<file path="config.mk">
export PLATFORM = sky130hd
export DESIGN_NAME = doubly_linked_list_cursor
export DESIGN_NICKNAME = d
export VERILOG_FILES = /design/src/rtl/dllc_pkg.sv /design/src/rtl/dllc_ram.sv /design/src/rtl/dllc_ctrl.sv /design/src/rtl/doubly_linked_list_cursor.sv
export SDC_FILE = /design/constraint.sdc
export NUM_CORES = 1
export LEC_CHECK = 0
export ABC_AREA = 1
export BUFFER_PORTS_ARGS = -buffer_cell sky130_fd_sc_hd__buf_2
export CAP_MARGIN = 20
export CORE_UTILIZATION = 45
export CTS_CLUSTER_DIAMETER = 60
export DETAILED_ROUTE_END_ITERATION = 6
export PLACE_DENSITY_LB_ADDON = 0.05
export SETUP_SLACK_MARGIN = 0.3
export SLEW_MARGIN = 20
export SYNTH_ARGS = -nofsm -noshare
export SYNTH_HDL_FRONTEND = slang
export SYNTH_HIERARCHICAL = 1
export SYNTH_SLANG_ARGS = --single-unit
export TNS_END_PERCENT = 10
</file>
<file path="constraint.sdc">
create_clock -name clk_i -period 5.7 [get_ports clk_i]
set_clock_uncertainty 0.15 [all_clocks]
set_input_delay 0.285 -clock clk_i [delete_from_list [all_inputs] [get_ports clk_i]]
set_output_delay 0.285 -clock clk_i [all_outputs]
set_load 0.05 [all_outputs]
</file>
<file path="src/rtl/dllc_pkg.sv">
// ----------------------------------------------------------------------------
// dllc_pkg
// Shared constants, types and op codes of the linked list cursor block.
// ----------------------------------------------------------------------------
package dllc_pkg;

  localparam int CAPACITY    = 16;
  localparam int VALUE_BITS  = 32;
  localparam int IDX_W       = $clog2(CAPACITY + 1);
  localparam int ADDR_W      = $clog2(CAPACITY);
  localparam int CNT_W       = $clog2(CAPACITY + 1);
  localparam int OP_W        = 4;
  localparam int DATA_W      = 32;
  localparam int COUNT_OUT_W = 5;

  typedef logic [IDX_W-1:0]      idx_t;
  typedef logic [ADDR_W-1:0]     addr_t;
  typedef logic [VALUE_BITS-1:0] val_t;
  typedef logic [CNT_W-1:0]      cnt_t;
  typedef logic [OP_W-1:0]       op_t;

  localparam idx_t NONE = IDX_W'(CAPACITY);

  localparam op_t OP_PUSH_FRONT = 4'd0;
  localparam op_t OP_PUSH_BACK  = 4'd1;
  localparam op_t OP_INSERT     = 4'd2;
  localparam op_t OP_POP_FRONT  = 4'd3;
  localparam op_t OP_POP_BACK   = 4'd4;
  localparam op_t OP_POP_CURSOR = 4'd5;
  localparam op_t OP_FIRST      = 4'd6;
  localparam op_t OP_NEXT       = 4'd7;
  localparam op_t OP_LAST       = 4'd8;
  localparam op_t OP_PREV       = 4'd9;
  localparam op_t OP_CLEAR      = 4'd10;

  typedef struct packed {
    logic  we;
    addr_t waddr;
    idx_t  wdata;
  } link_wr_t;

  typedef struct packed {
    logic  we;
    addr_t waddr;
    val_t  wdata;
  } val_wr_t;

  function automatic logic is_node(idx_t i);
    return i < IDX_W'(CAPACITY);
  endfunction

  function automatic addr_t to_addr(idx_t i);
    return i[ADDR_W-1:0];
  endfunction

endpackage

</file>
<file path="src/rtl/dllc_ram.sv">
// ----------------------------------------------------------------------------
// dllc_ram
// Single write port, single read port RAM with registered read data.
// ----------------------------------------------------------------------------
module dllc_ram #(
  parameter int WIDTH = 8,
  parameter int DEPTH = 16
) (
  input  logic                     clk_i,
  input  logic                     we_i,
  input  logic [$clog2(DEPTH)-1:0] waddr_i,
  input  logic [WIDTH-1:0]         wdata_i,
  input  logic [$clog2(DEPTH)-1:0] raddr_i,
  output logic [WIDTH-1:0]         rdata_o
);

  logic [WIDTH-1:0] mem [DEPTH];
  logic [WIDTH-1:0] rdata_q;

  always_ff @(posedge clk_i) begin
    if (we_i) begin
      mem[waddr_i] <= wdata_i;
    end
    rdata_q <= mem[raddr_i];
  end

  assign rdata_o = rdata_q;

endmodule

</file>
<file path="src/rtl/dllc_ctrl.sv">
// ----------------------------------------------------------------------------
// dllc_ctrl
// Op sequencer: head/tail/cursor/count registers, free map with lowest-index
// pick, and read-modify-write of the node link and value memories.
// ----------------------------------------------------------------------------
module dllc_ctrl
  import dllc_pkg::*;
(
  input  logic                   clk_i,
  input  logic                   rst_ni,
  input  logic                   start,
  output logic                   busy,
  input  logic [OP_W-1:0]        op_i,
  input  logic [DATA_W-1:0]      value_i,
  output logic                   done_o,
  output logic [DATA_W-1:0]      value_out_o,
  output logic                   found_o,
  output logic                   rejected_o,
  output logic [COUNT_OUT_W-1:0] node_count_o,
  output addr_t                  rd_addr_o,
  output link_wr_t               next_wr_o,
  output link_wr_t               prev_wr_o,
  output val_wr_t                val_wr_o,
  input  idx_t                   next_rd_i,
  input  idx_t                   prev_rd_i,
  input  val_t                   val_rd_i
);

  localparam logic [1:0] S_IDLE = 2'd0;
  localparam logic [1:0] S_EXEC = 2'd1;
  localparam logic [1:0] S_WR2  = 2'd2;
  localparam logic [1:0] S_RD2  = 2'd3;

  logic [1:0]          state_q, state_d;
  logic [CAPACITY-1:0] used_q, used_d;
  idx_t                head_q, head_d;
  idx_t                tail_q, tail_d;
  idx_t                cursor_q, cursor_d;
  cnt_t                count_q, count_d;
  logic                done_q, done_d;

  op_t                 op_q, op_d;
  val_t                value_q, value_d;
  idx_t                t_q, t_d;
  idx_t                n_q, n_d;
  idx_t                anchor_q, anchor_d;
  idx_t                after_q, after_d;
  logic [DATA_W-1:0]   res_value_q, res_value_d;
  logic                found_q, found_d;
  logic                rej_q, rej_d;
  logic [COUNT_OUT_W-1:0] cnt_out_q, cnt_out_d;

  idx_t t_sel;
  idx_t pick;
  logic full;
  idx_t anchor;
  idx_t after;
  idx_t tgt;

  // read target chosen at accept
  always_comb begin
    case (op_i) inside
      OP_PUSH_BACK, OP_POP_BACK, OP_LAST:            t_sel = tail_q;
      OP_POP_FRONT, OP_FIRST:                        t_sel = head_q;
      OP_INSERT, OP_POP_CURSOR, OP_NEXT, OP_PREV:    t_sel = cursor_q;
      default:                                       t_sel = NONE;
    endcase
  end

  // lowest free node
  always_comb begin
    pick = NONE;
    for (int i = CAPACITY - 1; i >= 0; i--) begin
      if (!used_q[i]) begin
        pick = IDX_W'(i);
      end
    end
  end

  assign full   = &used_q;
  assign anchor = (op_q == OP_PUSH_FRONT) ? NONE : t_q;
  assign after  = is_node(anchor) ? next_rd_i : head_q;
  assign tgt    = (op_q == OP_NEXT) ? next_rd_i : prev_rd_i;
  assign busy   = (state_q != S_IDLE);

  always_comb begin
    logic finish;
    logic fnd;
    logic rej;
    val_t rval;

    finish      = 1'b0;
    fnd         = 1'b0;
    rej         = 1'b0;
    rval        = '0;

    state_d     = state_q;
    used_d      = used_q;
    head_d      = head_q;
    tail_d      = tail_q;
    cursor_d    = cursor_q;
    count_d     = count_q;
    op_d        = op_q;
    value_d     = value_q;
    t_d         = t_q;
    n_d         = n_q;
    anchor_d    = anchor_q;
    after_d     = after_q;
    res_value_d = res_value_q;
    found_d     = found_q;
    rej_d       = rej_q;
    cnt_out_d   = cnt_out_q;

    rd_addr_o   = to_addr(t_q);
    next_wr_o   = '{we: 1'b0, waddr: to_addr(n_q), wdata: NONE};
    prev_wr_o   = '{we: 1'b0, waddr: to_addr(n_q), wdata: NONE};
    val_wr_o    = '{we: 1'b0, waddr: to_addr(n_q), wdata: value_q};

    unique case (state_q)
      S_IDLE: begin
        rd_addr_o = to_addr(t_sel);
        if (start) begin
          op_d    = op_i;
          value_d = val_t'(value_i);
          t_d     = t_sel;
          state_d = S_EXEC;
        end
      end

      S_EXEC: begin
        case (op_q) inside
          OP_PUSH_FRONT, OP_PUSH_BACK, OP_INSERT: begin
            if (full) begin
              finish = 1'b1;
              rej    = 1'b1;
            end else begin
              n_d       = pick;
              anchor_d  = anchor;
              after_d   = after;
              val_wr_o  = '{we: 1'b1, waddr: to_addr(pick), wdata: value_q};
              next_wr_o = '{we: 1'b1, waddr: to_addr(pick), wdata: after};
              prev_wr_o = '{we: 1'b1, waddr: to_addr(pick), wdata: anchor};
              state_d   = S_WR2;
            end
          end
          OP_POP_FRONT, OP_POP_BACK, OP_POP_CURSOR: begin
            finish   = 1'b1;
            cursor_d = t_q;
            if (is_node(t_q)) begin
              fnd  = 1'b1;
              rval = val_rd_i;
              if (is_node(prev_rd_i)) begin
                next_wr_o = '{we: 1'b1, waddr: to_addr(prev_rd_i), wdata: next_rd_i};
              end else begin
                head_d = next_rd_i;
              end
              if (is_node(next_rd_i)) begin
                prev_wr_o = '{we: 1'b1, waddr: to_addr(next_rd_i), wdata: prev_rd_i};
              end else begin
                tail_d = prev_rd_i;
              end
              cursor_d               = is_node(next_rd_i) ? next_rd_i : NONE;
              used_d[to_addr(t_q)]   = 1'b0;
              if (count_q != '0) begin
                count_d = count_q - cnt_t'(1);
              end
            end
          end
          OP_FIRST, OP_LAST: begin
            finish = 1'b1;
            if (is_node(t_q)) begin
              fnd      = 1'b1;
              rval     = val_rd_i;
              cursor_d = t_q;
            end
          end
          OP_NEXT, OP_PREV: begin
            if (is_node(t_q) && is_node(tgt)) begin
              t_d       = tgt;
              rd_addr_o = to_addr(tgt);
              state_d   = S_RD2;
            end else begin
              finish = 1'b1;
            end
          end
          OP_CLEAR: begin
            finish   = 1'b1;
            used_d   = '0;
            head_d   = NONE;
            tail_d   = NONE;
            cursor_d = NONE;
            count_d  = '0;
          end
          default: begin
            finish = 1'b1;
          end
        endcase
      end

      S_WR2: begin
        finish = 1'b1;
        if (is_node(anchor_q)) begin
          next_wr_o = '{we: 1'b1, waddr: to_addr(anchor_q), wdata: n_q};
        end else begin
          head_d = n_q;
        end
        if (is_node(after_q)) begin
          prev_wr_o = '{we: 1'b1, waddr: to_addr(after_q), wdata: n_q};
        end else begin
          tail_d = n_q;
        end
        used_d[to_addr(n_q)] = 1'b1;
        count_d              = count_q + cnt_t'(1);
        if (op_q == OP_PUSH_BACK) begin
          cursor_d = anchor_q;
        end
      end

      S_RD2: begin
        finish   = 1'b1;
        fnd      = 1'b1;
        rval     = val_rd_i;
        cursor_d = t_q;
      end

      default: begin
        state_d = S_IDLE;
      end
    endcase

    done_d = finish;
    if (finish) begin
      state_d     = S_IDLE;
      res_value_d = fnd ? DATA_W'(rval) : '0;
      found_d     = fnd;
      rej_d       = rej;
      cnt_out_d   = COUNT_OUT_W'(count_d);
    end
  end

  always_ff @(posedge clk_i or negedge rst_ni) begin
    if (!rst_ni) begin
      state_q  <= S_IDLE;
      used_q   <= '0;
      head_q   <= NONE;
      tail_q   <= NONE;
      cursor_q <= NONE;
      count_q  <= '0;
      done_q   <= 1'b0;
    end else begin
      state_q  <= state_d;
      used_q   <= used_d;
      head_q   <= head_d;
      tail_q   <= tail_d;
      cursor_q <= cursor_d;
      count_q  <= count_d;
      done_q   <= done_d;
    end
  end

  always_ff @(posedge clk_i) begin
    op_q        <= op_d;
    value_q     <= value_d;
    t_q         <= t_d;
    n_q         <= n_d;
    anchor_q    <= anchor_d;
    after_q     <= after_d;
    res_value_q <= res_value_d;
    found_q     <= found_d;
    rej_q       <= rej_d;
    cnt_out_q   <= cnt_out_d;
  end

  assign done_o       = done_q;
  assign value_out_o  = res_value_q;
  assign found_o      = found_q;
  assign rejected_o   = rej_q;
  assign node_count_o = cnt_out_q;

endmodule

</file>
<file path="src/rtl/doubly_linked_list_cursor.sv">
// ----------------------------------------------------------------------------
// doubly_linked_list_cursor
// Doubly linked list with a cursor over a fixed node pool; links and data
// words live in synchronous RAMs, list registers in the sequencer.
// ----------------------------------------------------------------------------
//  channel  | handshake          | payload
//  ---------+--------------------+------------------------------------------
//  command  | start, busy        | op_i, value_i
//  result   | done_o (1 cycle)   | value_out_o, found_o, rejected_o,
//           |                    | node_count_o
//
//  An item is taken when start is high and busy is low, which issues its RAM read;
//  its result is registered from S_EXEC (pops, first, last, clear, unused codes,
//  full-pool pushes, next/prev with no neighbor) or from S_WR2 (other pushes:
//  second link write) or S_RD2 (next/prev that move: second RAM read).
//  busy falls as done_o rises, so the next item can go with the result.
//  Reset clears the list registers and free map; results cannot be stalled.
// ----------------------------------------------------------------------------
module doubly_linked_list_cursor
  import dllc_pkg::*;
(
  input  logic                   clk_i,
  input  logic                   rst_ni,
  input  logic                   start,
  output logic                   busy,
  input  logic [OP_W-1:0]        op_i,
  input  logic [DATA_W-1:0]      value_i,
  output logic                   done_o,
  output logic [DATA_W-1:0]      value_out_o,
  output logic                   found_o,
  output logic                   rejected_o,
  output logic [COUNT_OUT_W-1:0] node_count_o
);

  addr_t    rd_addr;
  link_wr_t next_wr;
  link_wr_t prev_wr;
  val_wr_t  val_wr;
  idx_t     next_rd;
  idx_t     prev_rd;
  val_t     val_rd;

  dllc_ctrl u_ctrl (
    .clk_i        (clk_i),
    .rst_ni       (rst_ni),
    .start        (start),
    .busy         (busy),
    .op_i         (op_i),
    .value_i      (value_i),
    .done_o       (done_o),
    .value_out_o  (value_out_o),
    .found_o      (found_o),
    .rejected_o   (rejected_o),
    .node_count_o (node_count_o),
    .rd_addr_o    (rd_addr),
    .next_wr_o    (next_wr),
    .prev_wr_o    (prev_wr),
    .val_wr_o     (val_wr),
    .next_rd_i    (next_rd),
    .prev_rd_i    (prev_rd),
    .val_rd_i     (val_rd)
  );

  dllc_ram #(.WIDTH(IDX_W), .DEPTH(CAPACITY)) u_next_ram (
    .clk_i   (clk_i),
    .we_i    (next_wr.we),
    .waddr_i (next_wr.waddr),
    .wdata_i (next_wr.wdata),
    .raddr_i (rd_addr),
    .rdata_o (next_rd)
  );

  dllc_ram #(.WIDTH(IDX_W), .DEPTH(CAPACITY)) u_prev_ram (
    .clk_i   (clk_i),
    .we_i    (prev_wr.we),
    .waddr_i (prev_wr.waddr),
    .wdata_i (prev_wr.wdata),
    .raddr_i (rd_addr),
    .rdata_o (prev_rd)
  );

  dllc_ram #(.WIDTH(VALUE_BITS), .DEPTH(CAPACITY)) u_value_ram (
    .clk_i   (clk_i),
    .we_i    (val_wr.we),
    .waddr_i (val_wr.waddr),
    .wdata_i (val_wr.wdata),
    .raddr_i (rd_addr),
    .rdata_o (val_rd)
  );

endmodule

</file>
Word-level counts from Yosys, hierarchy flattened
Memory sizes are Yosys's and may differ from the RTL's. A register that Yosys moved wholly into a read port is not among the register bits. Cells that the tools add are included. Widths: inputs -> output; s select.

Register bits after elaboration: 134. Memory bits (writable): 672. Word-level logic and storage cells: 240. Memories: 3.

Memory list: u_value_ram.mem (depth 16, bits a word 32, rd ports 1, clocked after memory_dff 1, wr ports 1, line dllc_ram.sv:17) `logic [WIDTH-1:0] mem [DEPTH];`; u_next_ram.mem (depth 16, bits a word 5, rd ports 1, clocked after memory_dff 1, wr ports 1, line dllc_ram.sv:17); u_prev_ram.mem (depth 16, bits a word 5, rd ports 1, clocked after memory_dff 1, wr ports 1, line dllc_ram.sv:17).

Add/subtract/negate cells: 2. Order comparisons: 11. Eq/ne operators: 46. Mux-type cells: 126. Bitwise operators: 4. Reductions and logical operators: 30.

Operator list (number): $mux 5 (40); $mux 32 (4); $mux 10 (12); $mux 37 (3); $mux 16 (6); $mux 4 (20); $pmux 32 s2 (1); $pmux 10 s2 (2); $pmux 5 s2 (4); $lt 5x5->1 const B (7); $eq 4x3->1 const B (8); $pmux 16 s2 (1); $eq 4x4->1 const B (5); $mux 1 (18); $and 16x16->16 (1); $eq 4x2->1 const B (4); $mux 2 (8); $ne 4x3->1 const B (4); $not 16->16 (1); $or 16x16->16 (1); $reduce_and 16->1 (1); $reduce_and 8->1 (2); $pmux 5 s3 (1); $reduce_and 15->1 (1); other kinds (32) (64).

Depth between registers and ports, before layout
Depth in word-level cells: 21. Gate-level depth with buffers: 23. Gate-level depth less buffers: 23.

Cells and area by module
Netlist, hierarchy kept.

By module, submodules not included: dllc_ram at u_value_ram (times used 1, cells an instance 2120, area an instance 22730.6 µm², seq. area each 16015.4 µm²); dllc_ctrl (times used 1, cells an instance 769, area an instance 6814.0 µm², seq. area each 3832.4 µm²); dllc_ram at u_prev_ram (times used 1, cells an instance 355, area an instance 3733.6 µm², seq. area each 2502.4 µm²); dllc_ram at u_next_ram (times used 1, cells an instance 357, area an instance 3682.3 µm², seq. area each 2502.4 µm²).

Worst setup path before layout
OpenSTA, ideal clock, no wires.

Kind: register -> register. From: register u_ctrl.state_q[1]. To: memory u_value_ram/mem[10][0] in the netlist's numbering (enable). Arrival: 3.458 ns. Data required time: 5.129 ns. Setup slack: 1.671 ns. Stages on the path, launching flop included: 12. Buffers on the path: 2. Path through: dfrtp_1 > inv_1 > ha_1 > buf_2 > inv_1 > nor2_1 > inv_1 > nor2_1 > buf_2 > o21bai_1 > nand3b_1 > nor2_1.

RTL lines: from (decl) (line dllc_ctrl.sv:34) `logic [1:0] state_q, state_d;`; from (signal assigned) (line dllc_ctrl.sv:251) `state_q <= state_d;`; to (decl) (line dllc_ram.sv:17).

==> out/summary.txt <==
Syn Area/Cell: 10.3 um2
CTS Buffer Depth: 3
drt first pass iters: 6
die height: 289 um
synthesized net count: 3646
post-route cell area: 0.0416 mm2
clock tree root driver cell: clkbuf_16
Final min period: 4.23 ns
via count: 24932
TritonCTS buffer count: 95
Post-Syn Area: 0.0370 mm2
Peak VDD IR: 0.850 mV
GRT Residual Overflow: 0
CTS tree: built
WS Path Type: reg2reg
# DRC: 0
main combinational cell family by area after synthesis: simple AND/OR/NAND/NOR gates
P_int: 13.8 mW
global-route wire length before repair: 147000 um
PortBufs: 79
status: finished, final reports clean
Synth Flop Type: edfxtp_1
DR vias/cell: 5.15
1st-iter DRT viols: 2111
initial antenna violation count: 1
setup bufs post-CTS: 0
EDFF count, synth: 767
CP Capture Type: flip-flop
worst-skew pair later-pin latency: 0.64 ns
Die Wd: 289 um
Hold Crit Class: in2reg
clk sinks: 848
layout net count: 3749
Hold Slack: 0.115 ns
R2R Path Start: u_ctrl/state_q[1]
R2R setup slack: 1.47 ns
final setup vio count: 0
Fin. Hold Viols: 0
DP Area: 0.0382 mm2
Area growth syn-to-layout: 12.6%
num rows: 104
Hold Buf Count CTS: 37
antenna cells: 0
Post-Syn Instances: 3601
Sw Share: 43.3%
largest net degree at the start of global routing: 174
GRT Resource Usage Total: 23.4%
WP data required: 5.89 ns
sequential area share after synthesis: 67.2%
crit-path max FO: 23
sw power: 10.5 mW
CP Launch Type: flip-flop
Place WS: 1.52 ns
vias in the first global route: 24127
Combinational Power Share: 42.0%
post-CTS resize count: 0
IO Pins: 80
Reg power frac: 33.9%
max cap viols: 0
FFs w/ async S/R, synth: 4.60%
Worst Max-Slew Pin Slew: 1.20 ns
Max Transition Viols Final: 0
Worst Path Arrival: 4.41 ns
Final Util: 51.4%
setup TNS: 0 ns
Synth cell types: 51
H-tree levels: 3
Leak Pwr: 17.5 nW
xor/xnor share of the synthesized area: 0.0711%
Clock power frac: 24.1%
reg2reg end: u_value_ram/mem[1][9]
Final Wtd Congestion: 0.933
Synth Area in Compound Gates: 3.29%
CTS clk-pin slew, worst paths: 0.05 ns
fmax: 0.237 GHz
adder-cell share of the synthesized area: 0.203%
WL/cell: 20.0 um
FF+latch count, synth: 848
Die ar.: 0.0833 mm2
R2R depth: 12
RSZ-0062 raised after global routing: false
final worst slack: 1.47 ns
WL final: 96700 um
post-DP HPWL: 58900 um
slew margin rel.: 20.1%
Worst Setup SP: u_ctrl/state_q[1]
share of cells above drive strength 1: 10.3%
mux cell area share after synthesis: 0%
Critical Path End: u_value_ram/mem[1][9]
post-route ant nets: 0
crit share post-route: 74.2%
post-synthesis simple-gate area fraction: 19.8%
pwr/cell area: 585 mW/mm2
Synth Warn #: 6
Initial Utilization: 45.7%
Core Box Area: 0.0809 mm2
[power by group through the flow]
stage	sequential, mW	clock (mW)	combinational, mW
floorplan	8.64	0	7.02
global placement	8.35	0	10.2
detailed placement	8.36	0	10.2
CTS	8.24	6.01	10.3
global route	8.30	6.25	11.3
finish	8.24	5.87	10.2
[worst max-delay path, cell delays in order (launching register included)]
cell and delay [ns]:
dfrtp_1 0.39, inv_1 0.10, ha_1 0.37, inv_1 0.10
nor2_1 0.21, inv_1 0.17, nor2_2 0.16, buf_4 0.26
nand3_1 0.18, o21ai_0 0.24, nand2_1 0.41, nor2_4 0.84
buf_4 0.34
[stage by stage]
stage                     std cells  power, mW
after floorplan                3601       15.7
after global placement         4628       18.6
after detailed placement       4628       18.6
after CTS                      4837       24.5
after global routing           4839       25.8
final                          4839       24.3
[area by class of cell]
class                   count  area (um2)
inverters                 645        2440
repair buffers            162        1230
clock inverters            54         464
flip-flops and latches    848       24900
well taps                1060        1330
fillers                  7259       39300
multi-input cells        1952        8770
clock buffers             118        2540
[Yosys cell counts (all sizes together) (4+ instances only)]
library cell	instances	share of area, %
a21oi	38	0.53
nand3b	4	0.081
dfxtp	42	2.3
inv	642	6.6
dfrtp	36	2.4
a31oi	9	0.15
o211ai	7	0.14
ha	6	0.20
nand2	1024	11
buf	124	2.5
o221ai	8	0.19
nand3	532	7.2
edfxtp	767	62
o21ai	119	1.6
nor2	155	1.6
clkbuf	32	0.32
o22ai	9	0.15
nor3	11	0.18
[registers in the layout, summed over array words and instances (netlist names), 16 cells and up]
name,flops
u_value_ram/rdata_o,32
u_value_ram/mem,512
u_ctrl/value_out_o,32
u_ctrl/value_q,32
u_ctrl/used_q,16
u_next_ram/mem,80
u_prev_ram/mem,80
[layer usage]
metal  vias to the layer above  global-route usage, %  part of all wire, %
li1                      11944                      -                    -
met1                     12074                   33.1                   45
met2                       756                   38.3                   47
met3                       158                   2.68                  5.5
met4                         0                   6.92                  2.5
met5                         -                      0                    0
[logic make-up (layout without fill, tap and decap cells)]
kind of cell,after synthesis,after routing
AOI/OAI and AO/OA,210,210
xor gates and xnor gates,3,3
adders and majority gates,6,6
buffers and inverters,801,979
DFF,848,848
and+or+nand+nor,1733,1733
[how the worst min path moves through the flow]
stage | slack (ns) | cells past startpoint | start | endpoint
4_1_cts | 0.08 | 5 | start | u_ctrl/state_q[1]
2_1_floorplan | -0.16 | 0 | rst_ni | u_ctrl/count_q[0]
5_1_grt | 0.12 | 5 | start | u_ctrl/state_q[1]
3_3_place_gp | 0.31 | 1 | value_i[15] | u_ctrl/value_q[15]
3_5_place_dp | 0.31 | 1 | value_i[20] | u_ctrl/value_q[20]
6_report | 0.11 | 5 | start | u_ctrl/state_q[1]
[cells in the final DEF (no fill, tap or decap), drive strengths merged, types with 2 or more instances in the layout]
master and n:
ha 6, edfxtp 767, dlygate4sd3 37, a31oi 9, nand2 1024, o21ai 119
buf 125, bufinv 6, nor2 155, inv 644, nand3 532, a21oi 38
o21a 2, o31ai 2, o22ai 9, clkbuf 118, nand3b 4, o221ai 8
o211ai 7, nand4 3, a211oi 3, xor2 2, dfxtp 42, or2 3
dfrtp 36, clkinv 42, a221o 3, nor3 11, dfstp 3, clkinvlp 7
a22oi 3, a32o 2
Note: power is estimated with default switching activity, not from simulation.
